--- src/hw/rtl/rvfp_pkg.sv ---
// Package for the radar vital frame parser.
// Holds the frame layout constants, type codes, result codes and the type decoders.
// No dependencies.
package rvfp_pkg;

    // Frame layout
    localparam int HEADER_BYTES         = 8;
    localparam int FULL_PAYLOAD_BYTES   = 12;
    localparam int DIST_PAYLOAD_BYTES   = 8;
    localparam int SINGLE_PAYLOAD_BYTES = 4;
    localparam int HDR_SUM_BYTES        = 7;   // header bytes covered by the header checksum
    localparam int TYPE_HI_POS          = 5;
    localparam int TYPE_LO_POS          = 6;

    // Position counter covers header, longest payload and the checksum byte
    localparam int POS_W = $clog2(HEADER_BYTES + FULL_PAYLOAD_BYTES + 1);

    localparam int BYTE_W   = 8;
    localparam int WORD_W   = 32;
    localparam int TYPE_W   = 16;
    localparam int STATUS_W = 2;
    localparam int KIND_W   = 3;

    // Frame type codes
    localparam logic [TYPE_W-1:0] TYPE_ALL      = 16'h0A13;
    localparam logic [TYPE_W-1:0] TYPE_BREATH   = 16'h0A14;
    localparam logic [TYPE_W-1:0] TYPE_HEART    = 16'h0A15;
    localparam logic [TYPE_W-1:0] TYPE_DISTANCE = 16'h0A16;

    // Reset value of the start byte register
    localparam logic [BYTE_W-1:0] START_BYTE_RESET = 8'h01;

    typedef enum logic [STATUS_W-1:0] {
        ST_OK       = 2'd0,
        ST_HDR_ERR  = 2'd1,
        ST_DATA_ERR = 2'd2
    } t_status;

    typedef enum logic [KIND_W-1:0] {
        KIND_ALL      = 3'd0,
        KIND_BREATH   = 3'd1,
        KIND_HEART    = 3'd2,
        KIND_DISTANCE = 3'd3,
        KIND_UNKNOWN  = 3'd4
    } t_kind;

    function automatic t_kind kind_of(input logic [TYPE_W-1:0] code);
        t_kind k;
        unique case (code)
            TYPE_ALL:      k = KIND_ALL;
            TYPE_BREATH:   k = KIND_BREATH;
            TYPE_HEART:    k = KIND_HEART;
            TYPE_DISTANCE: k = KIND_DISTANCE;
            default:       k = KIND_UNKNOWN;
        endcase
        return k;
    endfunction

    function automatic logic [POS_W-1:0] payload_len(input t_kind k);
        logic [POS_W-1:0] len;
        unique case (k)
            KIND_ALL:      len = POS_W'(FULL_PAYLOAD_BYTES);
            KIND_DISTANCE: len = POS_W'(DIST_PAYLOAD_BYTES);
            default:       len = POS_W'(SINGLE_PAYLOAD_BYTES);
        endcase
        return len;
    endfunction

endpackage

--- src/hw/rtl/radar_vital_frame_parser.sv ---
// The result is registered: it appears on the output register in the cycle after the frame's last beat.
// Throughput: one byte beat per cycle; the input stalls only while a finished result
// is held and not taken at the output.
// The byte position counter and running XOR checksums set the per-byte path.
// Reset (synchronous, active low) clears the frame state, measurement stores and
// output valid, and sets the start byte register to 1.
// Top level of the radar vital frame parser; depends on rvfp_pkg.
module radar_vital_frame_parser (
    input  logic                            i_clk,
    input  logic                            i_rst_n,
    // configuration
    input  logic                            i_cfg_we,
    input  logic [rvfp_pkg::BYTE_W-1:0]     i_cfg_wdata,
    // byte input
    input  logic                            i_in_valid,
    output logic                            o_in_ready,
    input  logic [rvfp_pkg::BYTE_W-1:0]     i_byte_value,
    // result output
    output logic                            o_out_valid,
    input  logic                            i_out_ready,
    output logic [rvfp_pkg::STATUS_W-1:0]   o_frame_status,
    output logic [rvfp_pkg::KIND_W-1:0]     o_frame_kind,
    output logic [rvfp_pkg::TYPE_W-1:0]     o_raw_type_code,
    output logic [rvfp_pkg::WORD_W-1:0]     o_breath_value_bits,
    output logic [rvfp_pkg::WORD_W-1:0]     o_heart_value_bits,
    output logic [rvfp_pkg::WORD_W-1:0]     o_distance_value_bits,
    output logic                            o_target_present
);
    import rvfp_pkg::*;

    // Config and frame state
    logic [BYTE_W-1:0]  r_start_byte;
    logic [POS_W-1:0]   r_pos,        n_pos;
    logic [BYTE_W-1:0]  r_hdr_xor,    n_hdr_xor;
    logic [BYTE_W-1:0]  r_pay_xor,    n_pay_xor;
    logic               r_start_ok,   n_start_ok;
    logic [TYPE_W-1:0]  r_type,       n_type;
    logic [BYTE_W-1:0]  r_hdr_chk,    n_hdr_chk;

    // Measurement stores
    logic [WORD_W-1:0]  r_breath,     n_breath;
    logic [WORD_W-1:0]  r_heart,      n_heart;
    logic [WORD_W-1:0]  r_distance,   n_distance;
    logic               r_present,    n_present;

    // Payload words 0 and 1; word 2 of a full frame is never used
    logic [WORD_W-1:0]  r_words [2];
    logic               word_we;
    logic               word_sel;
    logic [1:0]         word_lane;

    // Output register
    logic               r_out_valid,  n_out_valid;
    t_status            r_out_status;
    t_kind              r_out_kind;
    logic [TYPE_W-1:0]  r_out_type;

    logic               in_beat;
    logic               res_fire;
    t_status            res_status;
    t_kind              cur_kind;
    logic [POS_W-1:0]   cur_plen;
    logic [POS_W-1:0]   pay_idx;
    logic               hdr_ok;
    logic               data_ok;

    // Accept a byte whenever the result slot is free or draining
    assign o_in_ready = ~r_out_valid | i_out_ready;
    assign in_beat    = i_in_valid & o_in_ready;

    assign cur_kind = kind_of(r_type);
    assign cur_plen = payload_len(cur_kind);
    assign pay_idx  = r_pos - POS_W'(HEADER_BYTES);
    assign hdr_ok   = (~r_hdr_xor == r_hdr_chk);
    assign data_ok  = (~r_pay_xor == i_byte_value);

    // Frame counting, checksums and store updates
    always_comb begin
        n_pos      = r_pos;
        n_hdr_xor  = r_hdr_xor;
        n_pay_xor  = r_pay_xor;
        n_start_ok = r_start_ok;
        n_type     = r_type;
        n_hdr_chk  = r_hdr_chk;
        n_breath   = r_breath;
        n_heart    = r_heart;
        n_distance = r_distance;
        n_present  = r_present;
        word_we    = 1'b0;
        word_sel   = pay_idx[2];
        word_lane  = pay_idx[1:0];
        res_fire   = 1'b0;
        res_status = ST_OK;

        if (in_beat) begin
            if (r_pos < POS_W'(HEADER_BYTES)) begin
                // header byte
                if (r_pos == '0) begin
                    n_start_ok = (i_byte_value == r_start_byte);
                end
                if (r_pos < POS_W'(HDR_SUM_BYTES)) begin
                    n_hdr_xor = r_hdr_xor ^ i_byte_value;
                end else begin
                    n_hdr_chk = i_byte_value;
                end
                if (r_pos == POS_W'(TYPE_HI_POS)) begin
                    n_type[15:8] = i_byte_value;
                end
                if (r_pos == POS_W'(TYPE_LO_POS)) begin
                    n_type[7:0] = i_byte_value;
                end
                n_pos = r_pos + 1'b1;
            end else if (pay_idx < cur_plen) begin
                // payload byte, little-endian into the word buffer
                n_pay_xor = r_pay_xor ^ i_byte_value;
                word_we   = (pay_idx[POS_W-1:3] == '0);
                n_pos     = r_pos + 1'b1;
            end else begin
                // data checksum byte closes the frame
                n_pos     = '0;
                n_hdr_xor = '0;
                n_pay_xor = '0;
                if (r_start_ok) begin
                    res_fire = 1'b1;
                    if (!hdr_ok) begin
                        res_status = ST_HDR_ERR;
                    end else if (cur_kind != KIND_UNKNOWN) begin
                        if (!data_ok) begin
                            res_status = ST_DATA_ERR;
                        end else begin
                            unique case (cur_kind)
                                KIND_ALL: begin
                                    n_breath = r_words[0];
                                    n_heart  = r_words[1];
                                end
                                KIND_BREATH:   n_breath = r_words[0];
                                KIND_HEART:    n_heart  = r_words[0];
                                KIND_DISTANCE: begin
                                    n_present  = (r_words[0] == 32'd1);
                                    n_distance = r_words[1];
                                end
                                default: ;
                            endcase
                        end
                    end
                end
            end
        end

        n_out_valid = res_fire | (r_out_valid & ~i_out_ready);
    end

    // Control and store registers
    always_ff @(posedge i_clk) begin
        if (!i_rst_n) begin
            r_start_byte <= START_BYTE_RESET;
            r_pos        <= '0;
            r_hdr_xor    <= '0;
            r_pay_xor    <= '0;
            r_start_ok   <= 1'b0;
            r_type       <= '0;
            r_hdr_chk    <= '0;
            r_breath     <= '0;
            r_heart      <= '0;
            r_distance   <= '0;
            r_present    <= 1'b0;
            r_out_valid  <= 1'b0;
        end else begin
            if (i_cfg_we) begin
                r_start_byte <= i_cfg_wdata;
            end
            r_pos       <= n_pos;
            r_hdr_xor   <= n_hdr_xor;
            r_pay_xor   <= n_pay_xor;
            r_start_ok  <= n_start_ok;
            r_type      <= n_type;
            r_hdr_chk   <= n_hdr_chk;
            r_breath    <= n_breath;
            r_heart     <= n_heart;
            r_distance  <= n_distance;
            r_present   <= n_present;
            r_out_valid <= n_out_valid;
        end
    end

    // Payload word buffer, byte lane writes
    always_ff @(posedge i_clk) begin
        if (word_we) begin
            r_words[word_sel][word_lane*BYTE_W +: BYTE_W] <= i_byte_value;
        end
    end

    // Result payload register
    always_ff @(posedge i_clk) begin
        if (res_fire) begin
            r_out_status <= res_status;
            r_out_kind   <= cur_kind;
            r_out_type   <= r_type;
        end
    end

    // Stores only change on a beat that also loads a result, and no such beat is
    // accepted while a result is held, so they read out directly.
    assign o_out_valid           = r_out_valid;
    assign o_frame_status        = r_out_status;
    assign o_frame_kind          = r_out_kind;
    assign o_raw_type_code       = r_out_type;
    assign o_breath_value_bits   = r_breath;
    assign o_heart_value_bits    = r_heart;
    assign o_distance_value_bits = r_distance;
    assign o_target_present      = r_present;

endmodule

--- config.mk ---
export PLATFORM = sky130hd
export DESIGN_NAME = radar_vital_frame_parser
export DESIGN_NICKNAME = d
export VERILOG_FILES = /design/src/hw/rtl/rvfp_pkg.sv /design/src/hw/rtl/radar_vital_frame_parser.sv
export SDC_FILE = /design/constraint.sdc
export NUM_CORES = 1
export LEC_CHECK = 0
export BUFFER_PORTS_ARGS = -buffer_cell sky130_fd_sc_hd__clkbuf_2
export CORE_AREA = 5 5 165 120
export CTS_CLUSTER_SIZE = 14
export DETAILED_ROUTE_END_ITERATION = 8
export DIE_AREA = 0 0 170 125
export PLACE_DENSITY = 0.78
export SKIP_CTS_REPAIR_TIMING = 1
export SYNTH_ARGS = -nofsm -noshare
export SYNTH_HDL_FRONTEND = slang
export SYNTH_SLANG_ARGS = --single-unit
--- constraint.sdc ---
create_clock -name i_clk -period 5.1 [get_ports i_clk]
set_input_delay 1.02 -clock i_clk [delete_from_list [all_inputs] [get_ports i_clk]]
set_output_delay 1.02 -clock i_clk [all_outputs]
set_load 0.1 [all_outputs]
==> reports/results.ini <==
[yosys]
synthFlopType = dfxtp_1
synthCells = 960
syn_area_per_cell_um2 = 10.5
synthArstFlopShare = 0
synth.net_count = 991
yosys_warnings = 0
yosys.area.top_type = dfxtp_1
ys_ff_latch = 237
synth_cell_types = 40
synthTopCellsByArea = dfxtp_1 (30%), edfxtp_1 (25%), mux2i_1 (9.8%), nand2_1 (4.7%), o21ai_0 (2.9%)
syn_area_mm2 = 0.0101
synth_enable_flop_cells = 85
synth-seq-area-share = 0.556
synth_top_area_share = 0.303

[clock_network]
htree_num_levels = 1
clock_path_buffers = 3
cts_inserted_buffers = 23
cts_root_buf = clkbuf_16
cts_tree = done
cts.sinks = 237
clk_latency_ns = 0.50
cts.clk_slew.worst_paths_ns = 0.06

[final_layout]
fillers = 1454
nNetsFinal = 1090
seqCellArea_mm2 = 0.00560
antenna_cells = 0
drive_gt1_frac = 0.179
area_growth_pct = 14.4
multiInputGateArea_mm2 = 0.00413

[floorplanning]
initial_utilization = 0.552
die_w_um = 170
core_mm2 = 0.0182
num_rows = 42
io_pins = 141
die_h_um = 125
die-area_mm2 = 0.0213

[min_path]
worstHoldPathType = register to register
hold_start = o_breath_value_bits[21]$_SDFFE_PN0P_
holdPathStages = 2
worst_hold_path.endpoint = o_breath_value_bits[21]$_SDFFE_PN0P_

[worst_setup_path]
rr_startpoint = r_type[13]$_SDFFE_PN0P_
cp_data_required_time_ns = 5.25
end_kind = register
r2r_cells = 8
arrival_ns = 3.79
r2r_end = r_words[0][2]$_DFFE_PP_
critPathKind = register to register
crit_path_start_kind = register
ff2ff_setup_slack_ns = 1.46
path_max_fanout = 8

[place]
place_congestion = 0.906
port_buffers = 140
hpwl_mm = 17.3

[global_routing]
grt_pass1_vias = 7012
grtUsageTotal = 0.227
overflow = 0
antenna_found_initial = 0
grt_start_max_net_pins = 92
grt_first_pass_wirelength_mm = 38.9

[sta]
setup_tns_ns = 0
finalHoldViolCount = 0
relSlewSlack = 0.113
rsz0062_at_grt = no
period_share = 0.714
max_freq_mhz = 274
skew_ns = 0.0130
tightest_slew_ns = 1.30
finalCriticalPeriod_ns = 3.64
setup_viol = 0
slew_viol_final = 0
holdWs_ns = 0.455

[power_and_ir_drop]
vdd_drop_max_uv = 214
p_leak_nw = 4.56
p_per_area_mw_per_mm2 = 317

[routing]
routed_wl_mm = 24.9
drt-pass1-iter-count = 5
viasPerCell = 5.64
drc = 0
vias = 7427
wl_per_cell_um = 18.9
drtIter0Drc = 777
ant_nets = 0

[status]
status = finished clean

[run]
cap_violations = 0

## through the flow
step	power, mW	area, um^2	utilization	cells	setup WS [ns]
finish	3.65	11500	0.631	1317	1.46
global route	3.76	11500	0.631	1317	1.18
CTS	3.67	11500	0.631	1317	1.51
detailed placement	2.15	10800	0.594	1276	1.23
global placement	2.15	10800	0.594	1276	1.30
floorplan	2.11	10100	-	960	1.01
## Yosys cell counts, types with 4 or more instances
master,instances
nor2_1,41
and4_1,6
dfxtp_1,152
nand4_1,7
and2_1,41
o21ai_1,8
o21ai_0,58
edfxtp_1,85
buf_2,4
and3_1,32
ha_1,10
xnor2_1,28
a21boi_0,32
nand3_1,36
nor4_1,9
xor2_1,19
nor4_4,4
buf_4,4
nor3_1,25
mux2i_1,98
nand2_1,125
a21oi_1,35
clkbuf_1,66
inv_1,8
## cell type report
type,count,share of cell area
sequential,237,0.486
multi-input combinational,638,0.359
timing repair buffer,151,0.0683
clock buffer,29,0.0528
tap,242,0.0263
clock inverter,12,0.00533
inverter,8,0.00261
## registers in the layout (all words and copies together), names as in the netlist, 16 cells and up
register / flops
r_words: 64
o_heart_value_bits: 32
o_raw_type_code: 16
r_type: 16
o_breath_value_bits: 32
o_distance_value_bits: 32
## worst max-delay path, cell delays in order, from the launching register on
cell and delay, ns:
dfxtp_1 0.33, nor4_1 0.45, and4b_2 0.33, nand3_1 0.09, ha_1 0.23, nor2b_1 0.22
nand2_1 0.11, a2111oi_0 1.02, and2_1 0.52
## worst max-delay path by stage
| stage | from | to | slack, ns | depth (start not counted) |
|---|---|---|---|---|
| 6_report | r_type[13]$_SDFFE_PN0P_ | r_words[0][2]$_DFFE_PP_ | 1.46 | 8 |
| 2_1_floorplan | r_type[6]$_SDFFE_PN0P_ | o_frame_status[1]$_SDFFCE_PP0P_ | 1.01 | 10 |
| 5_1_grt | r_type[13]$_SDFFE_PN0P_ | r_words[0][2]$_DFFE_PP_ | 1.18 | 8 |
| 3_5_place_dp | i_byte_value[4] | o_heart_value_bits[10]$_SDFFE_PN0P_ | 1.23 | 7 |
| 4_1_cts | r_type[13]$_SDFFE_PN0P_ | r_words[0][2]$_DFFE_PP_ | 1.51 | 8 |
| 3_3_place_gp | i_out_ready | r_words[0][2]$_DFFE_PP_ | 1.30 | 6 |
## metal layers
layer  global-route usage  part of all wire  up-vias
li1                     -                 -     3547
met1                0.348              0.46     3584
met2                0.344              0.45      258
met3               0.0379             0.078       38
met4               0.0380             0.015        0
met5                    0                 0        -
## power by group
group	switching (mW)	internal (mW)	leakage [nW]
clock	0.696	0.843	0.312
sequential	0.0110	1.96	1.98
combinational	0.0909	0.0454	2.27
total	0.798	2.85	4.56
## cells by family after synthesis
kind of cell / Yosys count / share of synthesized area
fa+ha+maj: 10 / 0.0124
compound gates: 138 / 0.0780
buf+inv: 85 / 0.0360
flops: 237 / 0.556
simple gates: 345 / 0.179
mux: 98 / 0.0975
xor+xnor: 47 / 0.0409
## layout by cell type (no fill, tap or decap), types with 24 or more instances in the layout
cell type and n:
nand2_1 125, a21oi_1 34, mux2i_1 98, clkbuf_2 139
edfxtp_1 85, nor2_1 41, dfxtp_1 152, nor3_1 24
o21ai_0 58, and2_1 41, a21boi_0 32, xnor2_1 28
and3_1 32, nand3_1 36
Power figures use the tool's default switching activity.
